`src/sv/cie94_color_difference_core_defines.svh`:
```
// ---------------------------------------------------------------------------
// CIE94 core assertion macros
// Shared property shorthands for the concurrent checks of the core.
// ---------------------------------------------------------------------------
`ifndef CIE94_COLOR_DIFFERENCE_CORE_DEFINES_SVH
`define CIE94_COLOR_DIFFERENCE_CORE_DEFINES_SVH

// The consequent must hold in the same cycle as the antecedent.
`define C94_ASSERT_NOW(lbl, clk, rst_n, ante, cons, msg) \
    lbl: assert property (@(posedge clk) disable iff (!rst_n) (ante) |-> (cons)) \
        else $error(msg);

// The consequent must hold in the cycle after the antecedent.
`define C94_ASSERT_NEXT(lbl, clk, rst_n, ante, cons, msg) \
    lbl: assert property (@(posedge clk) disable iff (!rst_n) (ante) |=> (cons)) \
        else $error(msg);

`endif

```
`src/sv/c94_delay.sv`:
```
// ---------------------------------------------------------------------------
// CIE94 delay line
// Holds side data in step with a chain of cells.
// ---------------------------------------------------------------------------
module c94_delay #(
    parameter int W = 8,
    parameter int N = 4
) (
    input  logic         i_clk,
    input  logic         i_en,
    input  logic [W-1:0] i_d,
    output logic [W-1:0] o_d
);
    logic [W-1:0] r_tap [N];

    always_ff @(posedge i_clk) begin
        if (i_en) begin
            r_tap[0] <= i_d;
            for (int i = 1; i < N; i++) begin
                r_tap[i] <= r_tap[i-1];
            end
        end
    end

    assign o_d = r_tap[N-1];
endmodule

```
`config.mk`:
```
export PLATFORM = sky130hd
export DESIGN_NAME = c94_delay
export DESIGN_NICKNAME = d
export VERILOG_FILES = /design/src/sv/cie94_color_difference_core_defines.svh /design/src/sv/c94_delay.sv
export SDC_FILE = /design/constraint.sdc
export NUM_CORES = 1
export LEC_CHECK = 0
export BUFFER_PORTS_ARGS = -buffer_cell sky130_fd_sc_hd__buf_2
export CORE_UTILIZATION = 27
export CTS_CLUSTER_SIZE = 20
export DETAILED_ROUTE_END_ITERATION = 8
export GPL_TIMING_DRIVEN = 0
export PLACE_DENSITY = 0.44
export SLEW_MARGIN = 5
export SYNTH_ARGS = -nofsm -noshare
export SYNTH_HDL_FRONTEND = slang
export SYNTH_SLANG_ARGS = --single-unit
```
`constraint.sdc`:
```
create_clock -name i_clk -period 0.8 [get_ports i_clk]
set_input_delay 0.04 -clock i_clk [delete_from_list [all_inputs] [get_ports i_clk]]
set_output_delay 0.04 -clock i_clk [all_outputs]
set_load 0.03 [all_outputs]
```
Yosys cells after proc, flatten, opt, wreduce, memory -nomap -nowiden
Memories as Yosys holds them, arrays and structs flattened.
Cells that the tools add are included.
{"block": "op_classes", "mux": 2}
{"op": "$mux W1", "count": 2}
{"block": "word_totals", "regBits": 0, "mem_bits_rw": 32, "inputBits": 10, "elab_cells": 3, "n_memories": 1}
{"memory": "r_tap", "depth": 4, "width": 8, "read_ports": 4, "rd_ports_with_merged_regs": 0, "write_ports": 4, "line_no": "c94_delay.sv:14", "source": "logic [W-1:0] r_tap [N];"}

Longest topological paths before layout
{"block": "depth", "word_depth": 2, "mapped_depth": 0, "ltp_nobuf": 0}

Worst setup path after synthesis
Ideal clock, no wire load.
{"block": "synth_timing", "path_kind": "reg-to-reg", "startpoint": "mem r_tap[0][0]", "endpoint": "mem r_tap[1][0] (data pin)", "arrival_time_ns": 0.323, "required_ns": 0.534, "path_slack_ns": 0.211, "path_stages_with_launch": 1, "path_buffers": 0, "synth_period_minus_slack_ns": 0.589, "cell_sequence": "edfxtp_1"}
{"item": "from (decl)", "line_no": "c94_delay.sv:14"}

==> out/summary.txt <==
Worst path top cell family by delay: flip-flops
Setup CP Type: reg -> out
#MultiIn Comb: 0
setup slack at placement: -177.3 ps
worst min-delay path category: in -> reg
met1 wire length: 411 µm
Via density: 3.595
overall die area: 0.003801 mm²
fin area: 0.001310 mm²
slowest cell on the critical path: edfxtp_1
Multi-input gate area: 0 µm²
CTS tree: done
Area growth syn-to-layout: 36.33%
Fin Clk Skew: 4.698 ps
drt wl/cell: 9.532 µm
initial antenna violation count: 0
Die Span X: 61.66 µm
Netlist cell types: 1
number of synthesized register bits: 32
largest net degree at the start of global routing: 33
Post-synth top flop: edfxtp_1
fin util: 38.95%
fillcell total: 333
root buffer cell: clkbuf_4
gr usage total: 6.687%
RR Endpoint: r_tap[2][4]
synth top area cells: edfxtp_1 100%
failing checks: setup timing
final hold viol count: 0
share of the synthesized area in the top cell type: 100.0%
Pleak: 0.4726 nW
placed insts: 95
worst vdd ir: 1190 µV
top layer in use: met4
FF-to-FF Start: r_tap[1][4]
Top reg by flops: r_tap
syn avg cell area: 30.03 µm²
Die Y: 61.66 µm
Post-Synthesis Cell Area: 960.9 µm²
first-pass GRT wire length: 1545 µm
maxcap violations: 0
ANT cells: 0
list of most frequent post-synthesis cells: 32 x edfxtp_1
CP Launch Type: flop
area taken by flip-flops and latches: 960.9 µm²
RSZ-0062 raised after global routing: yes
Max clock buf depth: 2
Max Clk Rate: 1109 MHz
fin nets: 74
vias in the first global route: 351
Synth Instances: 32
Antenna Nets Post-Route: 0
CP endpoint: o_d[5]
Hold Slack: 292.5 ps
Power Dens Cells: 2541 mW/mm²
metal3 WL: 98 µm
pins over their slew limit: 0
Post-synth EDFFs: 32
Critical Path Fanout Max: 1
Cell Rows: 21
setup slack, reg-to-reg: 160 ps
# DRC: 0
Max-slew headroom: 54.96%
max FFs per register: 32
CP Capture Type: output pin
Initial Utilization: 28.57%
Cell Chain, Critical Path: buf_6
cell count of the worst reg-to-reg path: 0
Final GP Congestion: 0.5317
Setup WS post-layout: -102.0 ps
yosys warns: 0
TritonRoute pass-1 iters: 2
share of cells above drive strength 1: 36.92%
Core Region: 0.003363 mm²
H-tree Lvls: 2
Worst Max-Slew Pin Slew: 675.7 ps
Hold Crit Depth: 1
syn nets: 42
crit share post-route: 112.7%
WP data arrival: 860 ps
register area share after synthesis: 100.0%
drt first-iter violations: 2
number of I/O pins: 18
Post-synth ARST share: 0%
aggregate global routing overflow: 0
CP peak stage delay: 390 ps
Min Clock Period, post-route: 902.0 ps
Final Instance Count excl. Fillers: 111
DR WL met2: 524 µm
most common cell in the netlist: edfxtp_1
Routed WL: 1058 µm
CP bufs+invs: 1
biggest regs: r_tap (32)
Placement Cell Area: 0.001104 mm²
critical path depth in cells: 1
DR vias: 399
input/output buffers: 17
post-synth top area cell: edfxtp_1
Crit. Startpoint: r_tap[3][5]
status: complete, but fails checks
Finish-stage setup viols: 8
worst endpoint required time: 760 ps
worst-skew pair later-pin latency: 320 ps
number of buffers created by CTS: 5
clk sink count: 32
clock transition at the registers of the reported paths: 90 ps
[per-stage QoR]
| stage | total power, mW | setup TNS [ps] |
|---|---|---|
| after CTS | 3.381 | -965.9 |
| after floorplan | 2.078 | 0 |
| after global routing | 3.457 | -1127 |
| after global placement | 2.146 | -5135 |
| after detailed placement | 2.156 | -5650 |
| final | 3.329 | -771.6 |
[what timing repair did]
item                       CTS  global route
hold buffers                 8             0
setup buffers                0             0
resized for setup           16             0
setup endpoints to repair    8             8
hold endpoints to repair     8             0
[cell type report]
type | instances | area share [%]
flip-flops and latches | 32 | 73.35
repair buffers | 25 | 16.43
clock buffers | 6 | 3.152
clock inverters | 2 | 2.674
well taps | 46 | 4.393
[power breakdown]
group	internal (mW)	total, mW	leakage (nW)	switching [mW]
logic	0.0814	0.173	0.117	0.0916
registers	1.97	2.00	0.313	0.0275
clock network	0.655	1.15	0.0422	0.500
total	2.71	3.33	0.473	0.619
[how the worst min path moves through the flow]
stage,start,to,slack (ps)
2_1_floorplan,i_d[0],r_tap[0][0],140
3_3_place_gp,i_d[7],r_tap[0][7],220
3_5_place_dp,i_d[2],r_tap[0][2],220
4_1_cts,i_en,r_tap[0][4],290
5_1_grt,i_en,r_tap[2][6],320
6_report,i_en,r_tap[0][6],290
[cell families after synthesis]
logic type | count (synthesis) | synth area share, %
flops | 32 | 100.0
[per-layer routing]
metal	up-vias	global-route usage (%)
li1	194	-
met5	-	0
met1	183	5.609
met4	0	4.762
met2	18	10.29
met3	4	5.672
[layout by cell type, fill, tap and decap left out]
master | synthesis | layout
edfxtp_1 | 32 | 32
clkbuf_4 | 0 | 5
buf_6 | 0 | 8
clkinv_2 | 0 | 1
clkbuf_1 | 0 | 1
dlygate4sd3_1 | 0 | 8
bufinv_16 | 0 | 1
buf_2 | 0 | 9
Note: power is estimated with default switching activity, not from simulation.
