==> config.mk <==
export PLATFORM = sky130hd
export DESIGN_NAME = c94_div_cell
export DESIGN_NICKNAME = d
export VERILOG_FILES = /design/src/sv/cie94_color_difference_core_defines.svh /design/src/sv/c94_div_cell.sv
export SDC_FILE = /design/constraint.sdc
export NUM_CORES = 1
export LEC_CHECK = 0
export BUFFER_PORTS_ARGS = -buffer_cell sky130_fd_sc_hd__buf_2
export CORE_ASPECT_RATIO = 2
export CORE_MARGIN = 5
export CORE_UTILIZATION = 40
export CTS_BUF_LIST = sky130_fd_sc_hd__clkbuf_4 sky130_fd_sc_hd__clkbuf_8
export DETAILED_ROUTE_END_ITERATION = 8
export PLACE_DENSITY = 0.72
export SETUP_SLACK_MARGIN = 0.4
export SLEW_MARGIN = 0
export SYNTH_ARGS = -nofsm -noshare
export SYNTH_HDL_FRONTEND = slang
export SYNTH_SLANG_ARGS = --single-unit
==> constraint.sdc <==
create_clock -name i_clk -period 2.2 [get_ports i_clk]
set_input_delay 0.11 -clock i_clk [delete_from_list [all_inputs] [get_ports i_clk]]
set_output_delay 0.11 -clock i_clk [all_outputs]
set_load 0.1 [all_outputs]
==> src/sv/cie94_color_difference_core_defines.svh <==
// ---------------------------------------------------------------------------
// CIE94 core assertion macros
// Shared property shorthands for the concurrent checks of the core.
// ---------------------------------------------------------------------------
`ifndef CIE94_COLOR_DIFFERENCE_CORE_DEFINES_SVH
`define CIE94_COLOR_DIFFERENCE_CORE_DEFINES_SVH

// The consequent must hold in the same cycle as the antecedent.
`define C94_ASSERT_NOW(lbl, clk, rst_n, ante, cons, msg) \
    lbl: assert property (@(posedge clk) disable iff (!rst_n) (ante) |-> (cons)) \
        else $error(msg);

// The consequent must hold in the cycle after the antecedent.
`define C94_ASSERT_NEXT(lbl, clk, rst_n, ante, cons, msg) \
    lbl: assert property (@(posedge clk) disable iff (!rst_n) (ante) |=> (cons)) \
        else $error(msg);

`endif

==> src/sv/c94_div_cell.sv <==
// ---------------------------------------------------------------------------
// CIE94 divider cell
// One quotient bit of a restoring division, registered; the divisor rides along.
// ---------------------------------------------------------------------------
module c94_div_cell #(
    parameter int NW = 41,
    parameter int DW = 33,
    parameter int Q  = 17,
    parameter int K  = 0
) (
    input  logic          i_clk,
    input  logic          i_en,
    input  logic [NW-1:0] i_rem,
    input  logic [DW-1:0] i_div,
    input  logic [Q-1:0]  i_quo,
    output logic [NW-1:0] o_rem,
    output logic [DW-1:0] o_div,
    output logic [Q-1:0]  o_quo
);
    localparam int SH = Q - 1 - K;
    localparam int CW = (NW > DW + Q) ? NW : DW + Q;
    localparam logic [Q-1:0] QBIT = {{(Q-1){1'b0}}, 1'b1} << SH;

    logic [CW-1:0] trial;
    logic [CW-1:0] rem_x;
    logic          ge;
    logic [NW-1:0] r_rem;
    logic [DW-1:0] r_div;
    logic [Q-1:0]  r_quo;

    assign trial = CW'(i_div) << SH;
    assign rem_x = CW'(i_rem);
    assign ge    = rem_x >= trial;

    always_ff @(posedge i_clk) begin
        if (i_en) begin
            r_rem <= ge ? NW'(rem_x - trial) : i_rem;
            r_div <= i_div;
            r_quo <= ge ? (i_quo | QBIT) : i_quo;
        end
    end

    assign o_rem = r_rem;
    assign o_div = r_div;
    assign o_quo = r_quo;
endmodule

; Word level (Yosys, flattened, before mapping)
; Cells that the tools add are included.
[word_totals]
in_bits = 93
output_inout_bits = 91
regBits = 91
[classes]
magnitude_cmp = 1
addsub = 1
mux = 1
[op_table]
columns = cell, count
row1 = $ge 41x49->1, 1
row2 = $mux 41, 1
row3 = $sub 41x41->41, 1

; Longest topological paths before layout
[depth]
word_depth = 2
ltp_mapped = 12
ltp_nobuf = 11

; Least setup slack after synthesis
; Ideal clock, no wire load.
[synth_path]
kind = input-to-reg
start = input i_div[1]
end = register r_rem[36], in the netlist o_rem[36], data pin
setup_time_ns = 0.260
path_slack_ns = -0.134
t_arrival_ns = 2.074
path_stages = 10
required_ns = 1.940
path_buffers = 0
path_cell_list = inv_1 -> ha_1 -> nor2b_1 -> o31a_1 -> o31ai_4 -> a21oi_2 -> or2_4 -> nor3b_1 -> o21ai_2 -> mux2_2
[synth_between]
elab_chain_len = 2
[synth_lines]
columns = element, line_no
row1 = "start, declared", c94_div_cell.sv:14  ; input logic [DW-1:0] i_div,
row2 = $sub 41x41->41 or $ge 41x49->1 (tied branches), "c94_div_cell.sv:37, c94_div_cell.sv:33"
row3 = $mux 41 (*), c94_div_cell.sv:37  ; r_rem <= ge ? NW'(rem_x - trial) : i_rem;
row4 = "end signal, assigned", c94_div_cell.sv:37
row5 = "end, declared", c94_div_cell.sv:27  ; logic [NW-1:0] r_rem;
; Mark *: on every way between the ends. The rest lies on a longest branch, timed or not.
; A chain may end at the register's enable or synchronous reset.

; Final worst setup path
[layout_path]
start = input i_div[1]
end = register r_rem[32], in the netlist o_rem[32], data pin
; Same word-level chain as after synthesis.

==> metrics.cfg <==
[timing]
rsz0062_at_grt = yes
slew_headroom_pct = 65.4
setup_viol = 0
hold_slack_ns = 0.0271
slew_violations = 0
clock.fmax_ghz = 0.492
tightest_slew_ns = 0.519
period_needed_ns = 2.03
hold_viol_final = 0
period_share_pct = 92.4

[placed_design]
port-buffer-count = 183
routabilityCongestion = 0.882
dp_cells = 757
hpwl_mm = 10.4

[yosys]
synth_top_area_share_pct = 59.9
synthArstFlopShare_pct = 0
synth_area_um2 = 4560
yosysSeqAreaShare_pct = 59.9
synth_warnings = 0
synth_top_area_cell = edfxtp_1
synth_nets = 480
synthTopCellsByArea = edfxtp_1, ha_1, nand2_1, o21ai_0, inv_1
synth_edf_count = 91
yosys.cell_types.count = 55
syn_inst = 361
syn_area_per_cell_um2 = 12.6
synth_ff_type = edfxtp_1
synth_seq_cells = 91

[cts]
cts_sinks = 91
tritoncts = yes
htree_levels = 3
clkSlewWorstSetupHoldPaths_ns = 0.11
cts_buffer_depth = 2
clock-root-buffer = clkbuf_8
cts_buffers = 9

[power]
finalPower_mw = 5.35
leakage_nw = 3.48
p_per_area_nw_per_um2 = 686
ir_drop_mv = 0.431

[final_layout]
diodes = 0
area_delta_synth_final_pct = 71.1
fill_cells = 839
nets = 832
final_util_pct = 69.2
drive_gt1_share_pct = 52.9
instances_no_fill = 860

[detailed_routing]
drt_iter0_markers = 202
num_vias = 4321
ant_nets = 0
wl_per_cell_um = 17.1
drt-total-wl_mm = 14.7
route.detailed.drc = 0
drtPass1Iterations = 5
via_per_inst = 5.02

[floorplanning]
rows = 55
fp.dieW_um = 85.5
core_um2 = 11300
die-area_um2 = 13800
fp.dieH_um = 161
start_util_pct = 40.4
num_io_pins = 184

[grt]
grt_start_max_net_pins = 40
grt_pass1_wl_mm = 22.3
antenna_found_initial = 0
grt.total_usage_pct = 20.6
grt_pass1_vias = 4616
gr-total-overflow = 0

[critical_path]
crit_path_max_fanout = 7
cp.required_ns = 2.32
critPathMaxStageDelay_ns = 0.30
cp-end-kind = flip-flop
startpoint_type = input port
worstPathArrival_ns = 2.15
cp_slowest_cell = o31a_1
path_cells = buf_8 > inv_6 > ha_4 > nor2b_4 > o31a_1 > o31ai_4 > a21oi_2 > or2_4 > a32oi_4 > buf_6 > buf_16 > buf_4 > o21ai_2
critPathKind = input port to flip-flop

[run_status]
status = finished clean

[run]
maxCapViolations = 0

[worst_hold_path]
min_path_type = input port to flip-flop

critical path, delay by kind of cell:
family / cells / cell delay (ns)
compound gates: 5 / 0.92
buf+inv: 5 / 0.54
simple gates: 2 / 0.38
fa+ha+maj: 1 / 0.20
layout make-up:
cell class	count	area [µm²]	share of cell area, %
clock buffer	9	124	1.59
clock inverter	7	76.3	0.978
inverter	30	120	1.54
multi-input combinational	232	2070	26.5
sequential	91	2730	35.0
tap	142	178	2.28
timing repair buffer	349	2510	32.1
timing repair:
item | in CTS | in global routing
setup buffers | 10 | 10
cloned | 1 | 0
setup endpoints to repair | 26 | 26
hold buffers | 65 | 1
resized for setup | 47 | 60
pin swaps | 24 | 40
endpoints found under the hold margin | 65 | 1
power by group:
group	internal, mW	total [mW]	switching, mW
clock	0.450	1.14	0.689
sequential	2.06	2.09	0.0328
combinational	0.625	2.13	1.50
worst paths after layout:
| check | depth (start not counted) | to | start | slack [ns] |
|---|---|---|---|---|
| worst max-delay path | 13 | o_rem[32] | i_div[1] | 0.17 |
| worst min-delay path | 3 | o_rem[21] | i_rem[21] | 0.03 |
flip-flops by register name (all words and copies together), names as in the netlist:
name and count:
o_rem 41, o_quo 17, o_div 33
synthesized netlist by cell type (all sizes together) (3+ instances only):
master  count
nand2      40
or4         3
nor4        4
nand3       5
nand2b      8
inv        30
xor2        7
ha         25
and2        3
a21oi      16
a21o        9
o21a        6
xnor2       9
o21ai      33
edfxtp     91
a211oi      9
nand4       3
nor3        7
buf         6
nor2       11
o31ai       7
per-stage QoR:
step           area, µm²  setup TNS, ns  setup WS, ns
2_1_floorplan       4700        -0.0512       -0.0512
3_3_place_gp        6350          -5.29        -0.288
3_5_place_dp        6350          -6.11        -0.329
4_1_cts             7480              0         0.116
5_1_grt             7810              0         0.101
6_report            7810              0         0.168
layout by cell type (no fill, tap or decap), types with 7 or more instances in the layout:
master	count
a21o_1	9
a21oi_1	13
buf_2	170
buf_4	89
buf_6	16
clkbuf_8	9
dlygate4sd3_1	66
edfxtp_1	91
ha_1	16
ha_4	9
inv_1	23
nand2_1	26
nand2_2	10
nor2_1	10
o21ai_0	11
o21ai_1	11
o21ai_2	11
xnor2_1	9
xor2_1	7
routing by layer:
| metal | global-route usage, % | share of wire [%] |
|---|---|---|
| met1 | 20.1 | 33 |
| met2 | 40.7 | 58 |
| met3 | 3.62 | 5.2 |
| met4 | 8.36 | 3.5 |
| met5 | 0 | 0 |
cells by family (layout without fill, tap and decap cells):
logic type,after synthesis,in the layout,synth area share (%)
and+or+nand+nor,91,91,9.68
adders and majority gates,26,26,7.30
muxes,1,1,0.247
buffers and inverters,38,395,3.59
AOI/OAI and AO/OA,98,98,16.2
DFF,91,91,59.9
xor gates and xnor gates,16,16,3.07
Power figures use the tool's default switching activity.
