**config.mk**
```make
export PLATFORM = sky130hd
export DESIGN_NAME = c94_sqrt_cell
export DESIGN_NICKNAME = d
export VERILOG_FILES = /design/src/sv/cie94_color_difference_core_defines.svh /design/src/sv/c94_sqrt_cell.sv
export SDC_FILE = /design/constraint.sdc
export NUM_CORES = 1
export LEC_CHECK = 0
export BUFFER_PORTS_ARGS = -buffer_cell sky130_fd_sc_hd__buf_4
export CORE_UTILIZATION = 41
export CTS_BUF_LIST = sky130_fd_sc_hd__clkbuf_16
export DETAILED_ROUTE_END_ITERATION = 12
export GPL_TIMING_DRIVEN = 0
export PLACE_DENSITY = 0.77
export REMOVE_ABC_BUFFERS = 1
export SLEW_MARGIN = 5
export SYNTH_ARGS = -nofsm -noshare
export SYNTH_HDL_FRONTEND = slang
export SYNTH_SLANG_ARGS = --single-unit
```
**constraint.sdc**
```tcl
create_clock -name i_clk -period 3.1 [get_ports i_clk]
set_clock_uncertainty 0.2 [all_clocks]
set_input_delay 0.31 -clock i_clk [delete_from_list [all_inputs] [get_ports i_clk]]
set_output_delay 0.31 -clock i_clk [all_outputs]
set_load 0.005 [all_outputs]
```
**src/sv/cie94_color_difference_core_defines.svh**
```systemverilog
// ---------------------------------------------------------------------------
// CIE94 core assertion macros
// Shared property shorthands for the concurrent checks of the core.
// ---------------------------------------------------------------------------
`ifndef CIE94_COLOR_DIFFERENCE_CORE_DEFINES_SVH
`define CIE94_COLOR_DIFFERENCE_CORE_DEFINES_SVH

// The consequent must hold in the same cycle as the antecedent.
`define C94_ASSERT_NOW(lbl, clk, rst_n, ante, cons, msg) \
    lbl: assert property (@(posedge clk) disable iff (!rst_n) (ante) |-> (cons)) \
        else $error(msg);

// The consequent must hold in the cycle after the antecedent.
`define C94_ASSERT_NEXT(lbl, clk, rst_n, ante, cons, msg) \
    lbl: assert property (@(posedge clk) disable iff (!rst_n) (ante) |=> (cons)) \
        else $error(msg);

`endif

```
**src/sv/c94_sqrt_cell.sv**
```systemverilog
// ---------------------------------------------------------------------------
// CIE94 square root cell
// One digit of a digit-by-digit integer square root, registered.
// ---------------------------------------------------------------------------
module c94_sqrt_cell #(
    parameter int W = 32,
    parameter int K = 0
) (
    input  logic         i_clk,
    input  logic         i_en,
    input  logic [W-1:0] i_x,
    input  logic [W-1:0] i_res,
    output logic [W-1:0] o_x,
    output logic [W-1:0] o_res
);
    localparam logic [W-1:0] BIT = {{(W-1){1'b0}}, 1'b1} << (W - 2 - 2 * K);

    logic [W:0]   trial;
    logic [W-1:0] n_x;
    logic [W-1:0] n_res;
    logic [W-1:0] r_x;
    logic [W-1:0] r_res;

    assign trial = {1'b0, i_res} + {1'b0, BIT};

    always_comb begin
        if ({1'b0, i_x} >= trial) begin
            n_x   = i_x - trial[W-1:0];
            n_res = (i_res >> 1) + BIT;
        end else begin
            n_x   = i_x;
            n_res = i_res >> 1;
        end
    end

    always_ff @(posedge i_clk) begin
        if (i_en) begin
            r_x   <= n_x;
            r_res <= n_res;
        end
    end

    assign o_x   = r_x;
    assign o_res = r_res;
endmodule

```
Word level (Yosys, flattened, before mapping)
Cells that the tools add are included.

Register bits after elaboration: 64. ROM bits: 0. Input bits: 66. Logic and storage cells: 9. Bits in writable memories: 0. Output and inout bits: 64. Latch bits: 0. Memories: 0.

Add/subtract/negate cells: 3. $lt $le $gt $ge: 1. Reductions and logical operators: 0. $mul: 0. Equal/unequal tests: 0. Mux-type cells: 2. Bitwise gates (word level): 0. Divide/modulo/power cells: 0. Shift operators: 0.

Operator list (number): 32-bit by 31-bit adder with 33-bit output (second input constant) (1); 32-bit by 33-bit greater-or-equal comparator with 1-bit output (1); 31-bit by 31-bit adder with 32-bit output (second input constant) (1); 32-bit two-way mux (1); 32-bit subtractor (1); 31-bit two-way mux (1).

Depth between registers and ports, before layout
Word-level depth: 3. Mapped depth: 12. Depth with buffers taken out: 11.

Worst setup path after synthesis
No wires, ideal clock.

Path type: input -> register. Start point: input port i_res[11]. End point: register r_x[10] (netlist: o_x[10]), data pin. Stages on the path: 11. Arrival: 2.645 ns. Data required time: 2.640 ns. Path buffers: 1. Setup time: 0.260 ns. Setup slack: -0.005 ns. Path through: inv_1 -> ha_1 -> and3_1 -> and4_1 -> o21ai_2 -> a41oi_4 -> a41oi_2 -> a211o_1 -> a21oi_4 -> buf_6 -> mux2_2.

Longest elaborated chain between the ends: 3.

RTL lines: start: declaration (RTL line c94_sqrt_cell.sv:12) `input logic [W-1:0] i_res,`; 32-bit by 31-bit adder with 33-bit output (RTL line c94_sqrt_cell.sv:24) `assign trial = {1'b0, i_res} + {1'b0, BIT};`; 32-bit by 33-bit greater-or-equal comparator with 1-bit output (RTL line c94_sqrt_cell.sv:27) `if ({1'b0, i_x} >= trial) begin`; 32-bit two-way mux (RTL line c94_sqrt_cell.sv:27); named net n_x[10] (RTL line c94_sqrt_cell.sv:19) `logic [W-1:0] n_x;`; end signal: assignment (RTL line c94_sqrt_cell.sv:38) `r_x <= n_x;`; end: declaration (RTL line c94_sqrt_cell.sv:21) `logic [W-1:0] r_x;`.

The timed path passes the listed nets, and every way through them passes these cells. A chain may end at the register's enable or synchronous reset.

Final worst setup path
Start point: input port i_res[5]. End point: register r_x[13] (netlist: o_x[13]), data pin.

Longest elaborated chain between the ends: 3. Elaborated cells between the ends (all ways): 4. Those cells by class: 2 x add/sub; 1 x order compare; 1 x mux.

RTL lines (RTL line): 32-bit by 31-bit adder with 33-bit output (*) (c94_sqrt_cell.sv:24); 32-bit subtractor or 32-bit by 33-bit greater-or-equal comparator with 1-bit output (tied branches) (c94_sqrt_cell.sv:28, c94_sqrt_cell.sv:27); 32-bit two-way mux (*) (c94_sqrt_cell.sv:27); named net n_x[13] (c94_sqrt_cell.sv:19).

Mark *: on every way through the listed nets, which the timed path passes. The rest lies on a longest branch.

==> out/qor.csv <==
stage,metric,value,unit
sta,Slew HR,45.7,%
layout,Area Growth Syn to Fin,43.1,%
sta,Fin. Hold Viols,0,
critical_path,CP startpoint kind,primary input,
synthesis,share of the synthesized area in the top cell type,45.7,%
run,max_cap viols,0,
die,Core Box Area,9860,um2
routing,Final ANT Viol Nets,0,
synthesis,Cell variety after synth,51,
layout,number of diodes,0,
sta,crit share post-route,97.2,%
synthesis,syn avg cell area,11.1,um2
placement,Inst Count DP,630,
layout,final non-filler cell total,685,
sta,Max Slew Vio Count,0,
sta,final setup vio count,0,
routing,total wire length,10400,um
placement,RD Place Congestion,0.910,
power_and_ir_drop,VDD IR max,0.293,mV
die,Site Rows,36,
global_route,vias in the first global route,3481,
power_and_ir_drop,P_leak,0.00260,uW
power_and_ir_drop,PwrDens,465,nW/um2
global_route,All-Layer GR Usage,20.4,%
placement,pre-CTS WS,-1.07,ns
routing,Avg Vias per Cell,5.15,
clocking,clock tree from TritonCTS,built,
placement,hpwl dp,7260,um
critical_path,"Max FO, Critical Path",11,
global_route,antenna violations before repair,0,
global_route,first-pass GRT wire length,16400,um
min_path,Hold Path Class,in2reg,
global_route,GRT overflow,0,
layout,Seq. cell area,1920,um2
routing,# DRC,0,
clocking,CTS sink cnt,64,
critical_path,required time of the critical path,2.98,ns
layout,share of cells above drive strength 1,35.1,%
outcome,outcome,completed,
die,Ports,130,
synthesis,"top cells by area, synth","edfxtp_1 (46%), ha_1 (9.8%), mux2_2 (5.4%), a21oi_1 (3.8%), inv_1 (2.9%)",
sta,fmax,0.332,GHz
clocking,clock slew at reported path FFs,0.05,ns
die,Initial Utilization,42.7,%
die,Die Footprint,10700,um2
synthesis,YS warnings,0,
routing,WL/cell,15.2,um
sta,TNS Setup,0,ns
die,Die Ht,103,um
synthesis,ys flop type,edfxtp_1,
clocking,Num CTS Buffers,9,
layout,multi-input combinational cell area,2200,um2
critical_path,Arrival @ worst endpoint,2.89,ns
sta,Least-Margin Pin Slew,0.814,ns
critical_path,nature of the critical path endpoint,flop,
sta,setup ws final,0.0863,ns
placement,I/O Buffers,129,
sta,RSZ-0062 raised after global routing,no,
critical_path,kind of critical path,in2reg,
layout,Final #Nets,649,
synthesis,number of flops mapped to enable cells by yosys,64,
synthesis,largest area contributor in the netlist,edfxtp_1,
routing,Initial DRC Count,82,
synthesis,post-synthesis sequential area ratio,45.7,%
sta,Tmin final,3.01,ns
routing,drt pass-1 iters,4,
clocking,clk buf depth,2,
routing,DR vias,3528,
synthesis,"FFs w/ async S/R, synth",0,%
clocking,H-tree lvl count,3,
die,die width,103,um
synthesis,"FF+latch count, synth",64,
global_route,largest net degree at the start of global routing,65,
layout,fill count,812,
synthesis,Post-Syn Instances,378,
synthesis,Synth Cell Area,4210,um2
clocking,Clock Tree Root,clkbuf_16,
[metrics by stage]
step / hold WS, ns / area [um2] / util, % / power (uW)
finish: 0.0746 / 6020 / 61.1 / 2800
global route: 0.0707 / 6020 / 61.1 / 2950
detailed placement: 0.299 / 5280 / 53.5 / 1860
global placement: 0.299 / 5280 / 53.5 / 1850
CTS: 0.0687 / 5950 / 60.4 / 2800
floorplan: 0.209 / 4150 / - / 1540
[registers in the layout, indices dropped and copies added, names as in the netlist]
name	flops
o_res	32
o_x	32
[cell usage in the layout, fill, tap and decap left out, types with 5 or more instances in the layout]
cell	count
buf_4	137
edfxtp_1	64
inv_1	36
a21oi_1	31
dlygate4sd3_1	30
ha_1	26
nand2_1	23
mux2_2	20
o21ai_0	16
nand4_1	14
xor2_1	14
xnor2_1	14
nor2_1	13
mux2_1	10
clkbuf_16	9
a21o_1	8
nand3_1	7
ha_2	6
nor2b_1	5
a31oi_1	5
[final timing paths]
kind,from,end,cells after the start
worst max-delay path,i_res[5],o_x[13],12
worst min-delay path,i_x[27],o_x[27],2
[area by class of cell]
cell class              instances  share of cell area [%]
multi-input cells             272                    36.5
clock inverters                 5                   0.332
repair buffers                169                    22.7
clock buffers                   9                    3.74
inverters                      33                    2.06
flip-flops and latches         64                    31.9
well taps                     133                    2.76
[power by group]
group / internal [uW] / switching [uW] / total, uW / leakage, uW
clock: 517 / 335 / 852 / 0.000132
combinational: 453 / 393 / 846 / 0.00184
sequential: 1080 / 27.3 / 1100 / 0.000626
[kinds of logic (layout without fill, tap and decap cells)]
family / Yosys count / after routing / synth area share, %
AO/OA/AOI/OAI: 93 / 94 / 14.8
XOR/XNOR: 28 / 28 / 5.83
adder cells (fa/ha/maj): 34 / 34 / 10.3
buffers and inverters: 43 / 216 / 4.43
flip-flops: 64 / 64 / 45.7
multiplexers: 32 / 32 / 8.50
AND/OR/NAND/NOR: 84 / 84 / 10.5
[critical path, stage by stage]
cell,delay (ns)
buf_4,0.08
inv_1,0.04
ha_2,0.40
o21ai_0,0.10
o21bai_1,0.29
o21ai_2,0.13
a41oi_4,0.23
a41oi_4,0.20
a211o_4,0.39
a21oi_4,0.20
buf_12,0.17
mux2_2,0.34
[timing repair]
item / CTS / global route
cloned: 1 / 0
resized for setup: 5 / 15
pin swaps: 4 / 5
hold endpoints to repair: 30 / 0
hold buffers: 30 / 0
buffers inserted: 9 / 1
endpoints found under the setup margin: 34 / 34
[routing by layer]
layer  up-vias  routed length, um  track usage, %
met5         -                  0               0
met4         0                208            9.75
met3        21                759            6.52
met2       105               5040            33.8
met1      1642               4390            24.1
li1       1760                  -               -
[synth_stat cells, types with 3 or more instances]
cell type	number
o21ai_0	18
mux2_2	20
nor2b_1	5
and2_1	4
nand4_1	14
inv_1	33
ha_1	33
xor2_1	14
clkbuf_1	5
nand2_1	23
nand3_1	7
a21o_1	8
buf_6	3
and4_1	3
a21boi_0	3
mux2_1	10
xnor2_1	14
a21oi_1	32
nor2_1	13
o21bai_1	4
o21a_1	3
edfxtp_1	64
a31oi_1	5
Power figures use the tool's default switching activity.
